File: src/hdl/lagi_pkg.sv
// ---------------------------------------------------------------------------
// lagi_pkg: shared types and constants for the Lagrange interpolator
// Q16.16 formats, node count, and the command/status structs that run
// between the controller and the datapath.
// ---------------------------------------------------------------------------
package lagi_pkg;

	localparam int NODES = 8;
	localparam int IDX_W = (NODES > 1) ? $clog2(NODES) : 1;
	localparam int IN_IDX_W = 3;

	localparam logic signed [31:0] ONE_Q16 = 32'sh0001_0000;
	localparam logic signed [31:0] S32_MAX = 32'sh7FFF_FFFF;
	localparam logic signed [31:0] S32_MIN = 32'sh8000_0000;

	localparam logic OP_LOAD = 1'b0;
	localparam logic OP_EVAL = 1'b1;

	localparam logic [1:0] ST_OK  = 2'd0;
	localparam logic [1:0] ST_COIN = 2'd1;
	localparam logic [1:0] ST_SAT = 2'd2;

	// multiplier operand select
	typedef enum logic [1:0] {
		MS_NUM,   // num_q * (x - xj)
		MS_DEN,   // den_q * (xi - xj)
		MS_TERM   // q * yi
	} mul_sel_t;

	typedef struct packed {
		logic             clear;      // start evaluation: reset acc, sat
		logic             init_prod;  // num/den := 1.0
		logic             mul_go;     // load multiplier stage
		mul_sel_t         mul_sel;
		logic             mul_wb;     // write multiplier result back
		logic             div_start;
		logic             acc_add;    // add term to accumulator
		logic [IDX_W-1:0] i;
		logic [IDX_W-1:0] j;
	} lagi_cmd_t;

	typedef struct packed {
		logic div_busy;
		logic den_zero;
	} lagi_sts_t;

	function automatic logic signed [31:0] sat32(input logic signed [63:0] v,
		output logic sat);
		begin
			sat = 1'b0;
			if (v > 64'sd2147483647) begin
				sat = 1'b1;
				sat32 = S32_MAX;
			end else if (v < -64'sd2147483648) begin
				sat = 1'b1;
				sat32 = S32_MIN;
			end else begin
				sat32 = v[31:0];
			end
		end
	endfunction

endpackage

File: src/hdl/lagi_div.sv
// ---------------------------------------------------------------------------
// lagi_div: signed 48/32 radix-2 divider
// Computes (num * 2^16) / den truncated toward zero, saturated to 32 bits.
// One quotient bit per cycle.
// ---------------------------------------------------------------------------
module lagi_div (
	input  logic                clk,
	input  logic                arst_n,
	input  logic                start,
	input  logic signed [31:0]  num,
	input  logic signed [31:0]  den,
	output logic                busy,
	output logic signed [31:0]  quo,
	output logic                sat
);
	import lagi_pkg::*;

	localparam int QW = 48;

	logic [QW-1:0] dvd_q;
	logic [32:0]   rem_q;
	logic [31:0]   dvs_q;
	logic          neg_q;
	logic [5:0]    cnt_q;
	logic [33:0]   trial;
	logic [32:0]   shifted;
	logic [QW:0]   mag;
	logic signed [63:0] sq;

	assign shifted = {rem_q[31:0], dvd_q[QW-1]};
	assign trial   = {1'b0, shifted} - {2'b00, dvs_q};

	always_ff @(posedge clk or negedge arst_n) begin
		if (!arst_n) begin
			busy  <= 1'b0;
			cnt_q <= '0;
		end else if (start) begin
			busy  <= 1'b1;
			cnt_q <= 6'(QW);
		end else if (busy) begin
			cnt_q <= cnt_q - 6'd1;
			if (cnt_q == 6'd1)
				busy <= 1'b0;
		end
	end

	always_ff @(posedge clk) begin
		if (start) begin
			dvd_q <= {(num[31] ? 32'(-num) : 32'(num)), 16'h0};
			dvs_q <= den[31] ? 32'(-den) : 32'(den);
			neg_q <= num[31] ^ den[31];
			rem_q <= '0;
		end else if (busy) begin
			if (!trial[33]) begin
				rem_q <= trial[32:0];
				dvd_q <= {dvd_q[QW-2:0], 1'b1};
			end else begin
				rem_q <= shifted;
				dvd_q <= {dvd_q[QW-2:0], 1'b0};
			end
		end
	end

	// dvd_q holds the quotient magnitude once done
	always_comb begin
		mag = {1'b0, dvd_q};
		sq  = neg_q ? -64'(mag) : 64'(mag);
		quo = sat32(sq, sat);
	end

endmodule

File: src/hdl/lagi_datapath.sv
// ---------------------------------------------------------------------------
// lagi_datapath: node store, shared multiplier, divider and accumulator
// One 32x32 multiply per command, registered, then truncate/saturate.
// ---------------------------------------------------------------------------
module lagi_datapath (
	input  logic                     clk,
	input  logic                     arst_n,
	input  logic                     ld_en,
	input  logic [lagi_pkg::IN_IDX_W-1:0] ld_idx,
	input  logic signed [31:0]       ld_x,
	input  logic signed [31:0]       ld_y,
	input  logic signed [31:0]       eval_x,
	input  lagi_pkg::lagi_cmd_t      cmd,
	output lagi_pkg::lagi_sts_t      sts,
	output logic signed [31:0]       value,
	output logic                     sat_any
);
	import lagi_pkg::*;

	logic signed [31:0] xs_q [NODES];
	logic signed [31:0] ys_q [NODES];
	logic signed [31:0] num_q, den_q, q_q;
	logic signed [35:0] acc_q;
	logic               sat_q;
	logic signed [31:0] ma_s1, mb_s1;
	logic signed [63:0] prod_s2;
	mul_sel_t           sel_s1;
	logic               go_s1;
	logic signed [32:0] dnum, dden;
	logic               s_dn, s_dd, s_p, s_acc;
	logic signed [31:0] cn, cd, pr, dq;
	logic signed [63:0] pshift;
	logic               dbusy, dsat, busy_d_q;

	always_ff @(posedge clk or negedge arst_n) begin
		if (!arst_n) begin
			for (int k = 0; k < NODES; k++) begin
				xs_q[k] <= '0;
				ys_q[k] <= '0;
			end
		end else if (ld_en && 32'(ld_idx) < NODES) begin
			xs_q[IDX_W'(ld_idx)] <= ld_x;
			ys_q[IDX_W'(ld_idx)] <= ld_y;
		end
	end

	assign dnum = 33'(eval_x) - 33'(xs_q[cmd.j]);
	assign dden = 33'(xs_q[cmd.i]) - 33'(xs_q[cmd.j]);
	assign pshift = prod_s2 >>> 16;

	always_comb begin
		cn    = sat32(64'(dnum), s_dn);
		cd    = sat32(64'(dden), s_dd);
		pr    = sat32(pshift, s_p);
		value = sat32(64'(acc_q), s_acc);
	end

	lagi_div u_div (
		.clk(clk), .arst_n(arst_n), .start(cmd.div_start),
		.num(num_q), .den(den_q), .busy(dbusy), .quo(dq), .sat(dsat)
	);

	always_ff @(posedge clk) begin
		go_s1 <= cmd.mul_go;
		busy_d_q <= dbusy;
		if (cmd.mul_go) begin
			sel_s1 <= cmd.mul_sel;
			unique case (cmd.mul_sel)
				MS_NUM:  begin ma_s1 <= num_q; mb_s1 <= cn; end
				MS_DEN:  begin ma_s1 <= den_q; mb_s1 <= cd; end
				default: begin ma_s1 <= q_q;   mb_s1 <= ys_q[cmd.i]; end
			endcase
		end
		if (go_s1)
			prod_s2 <= ma_s1 * mb_s1;
		if (cmd.init_prod) begin
			num_q <= ONE_Q16;
			den_q <= ONE_Q16;
		end else if (cmd.mul_wb) begin
			if (sel_s1 == MS_NUM)
				num_q <= pr;
			else if (sel_s1 == MS_DEN)
				den_q <= pr;
		end
		if (busy_d_q && !dbusy)
			q_q <= dq;
	end

	always_ff @(posedge clk or negedge arst_n) begin
		if (!arst_n) begin
			acc_q <= '0;
			sat_q <= 1'b0;
		end else if (cmd.clear) begin
			acc_q <= '0;
			sat_q <= 1'b0;
		end else begin
			if (cmd.mul_go && cmd.mul_sel == MS_NUM && s_dn)
				sat_q <= 1'b1;
			if (cmd.mul_go && cmd.mul_sel == MS_DEN && s_dd)
				sat_q <= 1'b1;
			// product saturation is flagged on the write-back and accumulate steps
			if ((cmd.mul_wb || cmd.acc_add) && s_p)
				sat_q <= 1'b1;
			if (busy_d_q && !dbusy && dsat)
				sat_q <= 1'b1;
			if (cmd.acc_add)
				acc_q <= acc_q + 36'(pr);
		end
	end

	assign sat_any = sat_q | s_acc;
	assign sts.div_busy = dbusy | cmd.div_start;
	assign sts.den_zero = (den_q == '0);

endmodule

File: src/hdl/lagi_ctrl.sv
// ---------------------------------------------------------------------------
// lagi_ctrl: evaluation sequencer
// Walks node i, inner node j, issues multiply, divide and accumulate steps.
// ---------------------------------------------------------------------------
module lagi_ctrl (
	input  logic                clk,
	input  logic                arst_n,
	input  logic                start,
	input  logic                out_free,
	input  lagi_pkg::lagi_sts_t sts,
	output lagi_pkg::lagi_cmd_t cmd,
	output logic                busy,
	output logic                done,
	output logic                coin
);
	import lagi_pkg::*;

	typedef enum logic [3:0] {
		S_IDLE, S_INIT, S_NMUL, S_NWAIT, S_NWB, S_DMUL, S_DWAIT, S_DWB,
		S_CHK, S_DIV, S_DIVW, S_TMUL, S_TWAIT, S_TACC, S_DONE
	} state_t;

	state_t           st_q;
	logic [IDX_W-1:0] i_q, j_q;

	localparam logic [IDX_W-1:0] LAST = IDX_W'(NODES - 1);

	always_comb begin
		cmd = '0;
		cmd.i = i_q;
		cmd.j = j_q;
		cmd.mul_sel = MS_NUM;
		unique case (st_q)
			S_IDLE:  cmd.clear = start;
			S_INIT:  cmd.init_prod = 1'b1;
			S_NMUL:  cmd.mul_go = 1'b1;
			S_NWB:   cmd.mul_wb = 1'b1;
			S_DMUL:  begin cmd.mul_go = 1'b1; cmd.mul_sel = MS_DEN; end
			S_DWB:   cmd.mul_wb = 1'b1;
			S_DIV:   cmd.div_start = 1'b1;
			S_TMUL:  begin cmd.mul_go = 1'b1; cmd.mul_sel = MS_TERM; end
			S_TACC:  cmd.acc_add = 1'b1;
			default: ;
		endcase
	end

	assign busy = (st_q != S_IDLE);

	always_ff @(posedge clk or negedge arst_n) begin
		if (!arst_n) begin
			st_q <= S_IDLE;
			i_q  <= '0;
			j_q  <= '0;
			done <= 1'b0;
			coin <= 1'b0;
		end else begin
			done <= 1'b0;
			unique case (st_q)
				S_IDLE: if (start) begin
					i_q  <= '0;
					st_q <= S_INIT;
				end
				S_INIT: begin
					j_q  <= (i_q == '0) ? IDX_W'(1) : '0;
					st_q <= S_NMUL;
				end
				S_NMUL:  st_q <= S_NWAIT;
				S_NWAIT: st_q <= S_NWB;
				S_NWB:   st_q <= S_DMUL;
				S_DMUL:  st_q <= S_DWAIT;
				S_DWAIT: st_q <= S_DWB;
				S_DWB: begin
					if (j_q == LAST || (j_q + IDX_W'(1) == i_q && i_q == LAST))
						st_q <= S_CHK;
					else begin
						j_q  <= (j_q + IDX_W'(1) == i_q) ? j_q + IDX_W'(2)
							: j_q + IDX_W'(1);
						st_q <= S_NMUL;
					end
				end
				S_CHK: if (sts.den_zero) begin
					coin <= 1'b1;
					st_q <= S_DONE;
				end else begin
					st_q <= S_DIV;
				end
				S_DIV:   st_q <= S_DIVW;
				S_DIVW:  if (!sts.div_busy) st_q <= S_TMUL;
				S_TMUL:  st_q <= S_TWAIT;
				S_TWAIT: st_q <= S_TACC;
				S_TACC: begin
					coin <= 1'b0;
					if (i_q == LAST)
						st_q <= S_DONE;
					else begin
						i_q  <= i_q + IDX_W'(1);
						st_q <= S_INIT;
					end
				end
				S_DONE: if (out_free) begin
					done <= 1'b1;
					st_q <= S_IDLE;
				end
				default: st_q <= S_IDLE;
			endcase
		end
	end

endmodule

File: src/hdl/lagrange_interpolator.sv
// ---------------------------------------------------------------------------
// lagrange_interpolator: Q16.16 Lagrange polynomial evaluation over 8 nodes
//
// channel  dir  tdata fields (low bit up)                         tuser
// s_axis   in   node_index[2:0] node_x[34:3] node_y[66:35]       operation
//                eval_x[98:67], zero pad to 104 bits
// m_axis   out  value[31:0]                                      status[1:0]
//
// A load writes the node store as it is accepted. An evaluation steps
// through a numerator and a denominator multiply per inner node, and per
// outer node a setup, a zero check, a divide wait, a term multiply and
// accumulate; its length is set by the shared multiplier and the serial
// divider. One item is in work at a time; s_tready is low while evaluating.
// Results sit in an output register; a stalled m_axis holds the sequencer
// before it finishes. Reset clears all nodes to zero.
// ---------------------------------------------------------------------------
module lagrange_interpolator (
	input  logic         clk,
	input  logic         arst_n,
	input  logic         s_tvalid,
	output logic         s_tready,
	input  logic [103:0] s_tdata,  // node_index, node_x, node_y, eval_x
	input  logic         s_tuser,  // operation
	output logic         m_tvalid,
	input  logic         m_tready,
	output logic [31:0]  m_tdata,  // value
	output logic [1:0]   m_tuser   // status
);
	import lagi_pkg::*;

	lagi_cmd_t cmd;
	lagi_sts_t sts;
	logic      acc_in, busy, done, coin, sat_any, out_free;
	logic signed [31:0] value, ex_q;

	assign s_tready = !busy;
	assign acc_in   = s_tvalid && s_tready;
	assign out_free = !m_tvalid || m_tready;

	always_ff @(posedge clk)
		if (acc_in && s_tuser == OP_EVAL)
			ex_q <= s_tdata[98:67];

	lagi_ctrl u_ctrl (
		.clk(clk), .arst_n(arst_n), .start(acc_in && s_tuser == OP_EVAL),
		.out_free(out_free), .sts(sts), .cmd(cmd), .busy(busy),
		.done(done), .coin(coin)
	);

	lagi_datapath u_dp (
		.clk(clk), .arst_n(arst_n), .ld_en(acc_in && s_tuser == OP_LOAD),
		.ld_idx(s_tdata[2:0]), .ld_x(s_tdata[34:3]), .ld_y(s_tdata[66:35]),
		.eval_x(ex_q), .cmd(cmd), .sts(sts), .value(value), .sat_any(sat_any)
	);

	always_ff @(posedge clk or negedge arst_n) begin
		if (!arst_n) begin
			m_tvalid <= 1'b0;
		end else begin
			if (m_tvalid && m_tready)
				m_tvalid <= 1'b0;
			if (done)
				m_tvalid <= 1'b1;
		end
	end

	always_ff @(posedge clk)
		if (done) begin
			m_tdata <= coin ? 32'h0 : value;
			m_tuser <= coin ? ST_COIN : (sat_any ? ST_SAT : ST_OK);
		end

	a_no_accept_busy: assert property (@(posedge clk) disable iff (!arst_n)
		busy |-> !s_tready) else $error("accepted while busy");
	a_done_free: assert property (@(posedge clk) disable iff (!arst_n)
		done |-> $past(out_free)) else $error("result overwrote pending");
	a_coin_zero: assert property (@(posedge clk) disable iff (!arst_n)
		(m_tvalid && m_tuser == ST_COIN) |-> m_tdata == 32'h0)
		else $error("coincident result not zero");

endmodule
File: config.mk
export PLATFORM = sky130hd
export DESIGN_NAME = lagrange_interpolator
export DESIGN_NICKNAME = d
export VERILOG_FILES = /design/src/hdl/lagi_pkg.sv /design/src/hdl/lagi_div.sv /design/src/hdl/lagi_datapath.sv /design/src/hdl/lagi_ctrl.sv /design/src/hdl/lagrange_interpolator.sv
export SDC_FILE = /design/constraint.sdc
export NUM_CORES = 2
export LEC_CHECK = 0
export BUFFER_PORTS_ARGS = -buffer_cell sky130_fd_sc_hd__buf_4
export CAP_MARGIN = 20
export CORE_ASPECT_RATIO = 1.2
export CORE_UTILIZATION = 61
export CTS_CLUSTER_DIAMETER = 120
export DETAILED_ROUTE_END_ITERATION = 10
export PLACE_DENSITY = 0.78
export SLEW_MARGIN = 20
export SYNTH_ARGS = -nofsm -noshare
export SYNTH_HDL_FRONTEND = slang
export SYNTH_SLANG_ARGS = --single-unit
File: constraint.sdc
create_clock -name clk -period 9.27 [get_ports clk]
set_input_delay 1.854 -clock clk [delete_from_list [all_inputs] [get_ports clk]]
set_output_delay 1.854 -clock clk [all_outputs]
set_load 0.01 [all_outputs]
==> results by group <==
Status
  • Outcome: finished clean

Global routing
  • First-pass GRT wire length: 362000 µm
  • Number of global-route vias before repair: 65100
  • Initial antenna violation count: 6
  • Congestion Overflow GR: 0
  • GRT Total Usage: 0.323
  • Pin count of the biggest net entering global routing: 170

Worst setup path
  • Critical path origin: u_dp.mb_s1[8]
  • CP startpoint kind: flip-flop
  • Worst EP required: 9.67 ns
  • Crit path to: u_dp.prod_s2[63]
  • R2r setup slk: 0.39 ns
  • Crit path max fanout: 10
  • Worst R2R Start: u_dp.mb_s1[8]
  • Critical Path End Type: flip-flop
  • Worst r2r path cells: 22
  • CP Data Arrival Time: 9.28 ns
  • Crit Path Category: reg -> reg
  • Reg2reg end: u_dp.prod_s2[63]

Hold path
  • Min-Delay Path Depth: 1
  • Min-Delay Path Class: reg -> reg

Synth
  • Top_reg_cell synth: dfrtp_1
  • Seq/Total Area, Yosys: 0.287
  • Largest area contributor in the netlist: fa_1
  • Simple-gate share of the synthesized area: 0.111
  • Syn Nets: 9556
  • Post-synth top area share: 0.251
  • Largest family of logic cells by synthesized area: adder cells
  • Post-synthesis compound-gate area fraction: 0.0759
  • Synth area leaders: fa_1, dfrtp_1, edfxtp_1
  • Mapped Area: 0.0865 mm²
  • Post-synthesis xor/xnor area fraction: 0.0267
  • Ys async rst share: 0.593
  • Cells after synthesis: 8041
  • Netlist cell types: 80
  • Adder-cell share of the synthesized area: 0.298
  • Post-synth EDFFs: 277
  • Post-Syn Area per Cell: 10.8 µm²
  • Synth warn: 0
  • Number of synthesized register bits: 960
  • Post-synthesis mux area share: 0.132

Floorplanning
  • Die footprint: 0.143 mm²
  • Effective utilization at floorplan: 0.614
  • Row count: 151
  • I/O pin count: 145
  • DIE WIDTH: 346 µm
  • Die height: 414 µm
  • Core ar.: 0.141 mm²

Drt
  • Via count: 61000
  • Top layer used by detailed routing: met5
  • Metal-1 WL: 84600 µm
  • Vias per cell: 6.11
  • Met3 WL: 15800 µm
  • Metal2 WL: 112000 µm
  • Initial DRC Count: 4867
  • DR WL/cell: 22.6 µm
  • DRC viols: 0
  • DRT Wirelength: 226000 µm
  • First drt pass iteration count: 6
  • Post-route antenna net violation count: 0

Power and ir drop
  • PD cells: 95.5 mW/mm²
  • Leak Pwr: 44.6 nW
  • Max VDD drop: 0.227 mV
  • Final Power: 0.00892 W

CTS
  • Reg clk slew, reported paths: 0.07 ns
  • Post CTS Setup Buffer Count: 0
  • Clock Tree Buf Depth: 3
  • CTS Root Cell: clkbuf_16
  • H-tree Lvls: 3
  • Post-cts sizing count: 0
  • Hold-fix buffers, CTS: 0
  • TritonCTS clock tree: built
  • Clock Latency Late Sink: 0.71 ns
  • # clock sinks: 960
  • Inserted Clock Buffers: 96

STA
  • Tcrit/Tclk final: 0.958
  • Measured slew at the worst slew-check pin: 1.25 ns
  • Fmax: 113 MHz
  • Setup TNS: 0 ns
  • RSZ-0062 raised after global routing: false
  • Period minus WS final: 8.88 ns
  • Final hold vios: 0
  • Final setup fails: 0
  • Slew headroom: 0.169
  • Slew Viols, Final: 0
  • Setup Skew: 0.0488 ns

Cells and area
  • Commonest non-fill, non-tap cell in the layout: inv_1
  • Fillers: 10400
  • Fraction of layout cells with a size suffix above 1: 0.165
  • Sequential cell area: 0.0249 mm²
  • Commonest non-fill, non-tap cells in the layout: inv_1, fa_1, nand2_1, dfrtp_1, mux2_2
  • Nets@finish: 9569
  • Multi-input gate area: 0.0558 mm²
  • Area grow syn2layout: 8.05%

Place
  • Port bufs: 139
  • Dpl hpwl: 169000 µm
  • Placer Congestion: 0.954

Job
  • MaxCap Viol Count: 0
per-layer routing:
metal / vias up / global-route usage
li1: 26500 / -
met1: 31500 / 0.402
met2: 2304 / 0.543
met3: 645 / 0.0526
met4: 6 / 0.169
met5: - / 0
power breakdown:
part	total [W]	internal [W]	switching, W
Clock	0.00397	0.00221	0.00176
Sequential	0.00441	0.00438	0.0000314
Combinational	0.000544	0.000217	0.000327
layout make-up:
class	instances	area share
multi-input combinational	5480	0.597
tap	1836	0.0246
clock inverter	45	0.00514
antenna	3	0.0000803
inverter	1152	0.0463
sequential	960	0.266
timing repair buffer	364	0.0318
clock buffer	134	0.0293
logic make-up after synthesis:
group | after synthesis
simple gates | 1958
buf+inv | 1601
fa+ha+maj | 1406
compound gates | 1018
flops | 960
mux | 834
xor+xnor | 264
metrics by stage:
step / utilization / std cells / setup WS [ns] / hold slack (ns) / instance area, µm²
after floorplan: - / 8041 / 1.24 / 0.345 / 86500
after global placement: 0.639 / 9782 / 0.550 / 0.473 / 90100
after detailed placement: 0.639 / 9783 / 0.530 / 0.478 / 90100
after CTS: 0.662 / 9962 / 0.396 / 0.466 / 93300
after global routing: 0.663 / 9973 / 0.00894 / 0.469 / 93500
final: 0.663 / 9974 / 0.389 / 0.469 / 93500
critical path, stage by stage (launching register included):
cell and delay, ns:
edfxtp_1 0.79, buf_4 0.28, nand2_1 0.14, fa_1 0.86, fa_1 0.53, fa_1 0.49, fa_1 0.55, inv_1 0.05
fa_1 0.53, fa_1 0.59, fa_1 0.46, fa_1 0.68, ha_1 0.32, a21oi_1 0.28, nand3_1 0.16, a211oi_1 0.26
buf_4 0.21, o21ai_1 0.10, a21oi_1 0.25, o31ai_1 0.18, or4_1 0.54, a31oi_1 0.24, xnor2_1 0.10
cell usage after synthesis (8+ instances only):
cell type / instances
o21ai_2: 31
a31oi_1: 57
a221o_1: 15
nor2_1: 282
nor4_1: 29
o41ai_1: 22
mux2i_1: 93
edfxtp_1: 277
nor2b_1: 40
o21bai_1: 24
and3_1: 17
clkbuf_1: 409
a21o_1: 90
buf_1: 32
a211oi_1: 84
o21a_1: 43
xor2_1: 120
and2_1: 522
nand4_1: 22
a21boi_0: 12
nand2b_1: 46
xnor2_1: 144
nand2_1: 755
o21ai_1: 18
mux4_2: 192
or4_1: 16
nor3b_1: 11
o211ai_1: 17
mux2_2: 547
a311oi_1: 9
dfrtp_1: 569
dfxtp_1: 114
o31ai_1: 43
o21ai_0: 223
nor3_1: 49
ha_1: 321
or3_1: 23
a21oi_1: 248
or2_2: 8
nand3_1: 111
fa_1: 1085
inv_1: 1150
a221oi_1: 12
sequential cells by signal, indices dropped and copies added (netlist names), 36 cells and up:
| name | count |
|---|---|
| u_dp.acc_q | 36 |
| u_dp.xs_q | 256 |
| u_dp.u_div.dvd_q | 48 |
| u_dp.ys_q | 256 |
| u_dp.prod_s2 | 48 |
worst min path at each step:
stage | start | endpoint | slack (ns)
2_1_floorplan | u_dp.u_div.busy | u_dp.busy_d_q | 0.35
3_3_place_gp | u_ctrl.done | m_tvalid | 0.47
3_5_place_dp | u_ctrl.done | m_tvalid | 0.48
4_1_cts | u_ctrl.done | m_tvalid | 0.47
5_1_grt | u_ctrl.done | m_tvalid | 0.47
6_report | u_ctrl.done | m_tvalid | 0.47
Power figures use the tool's default switching activity.
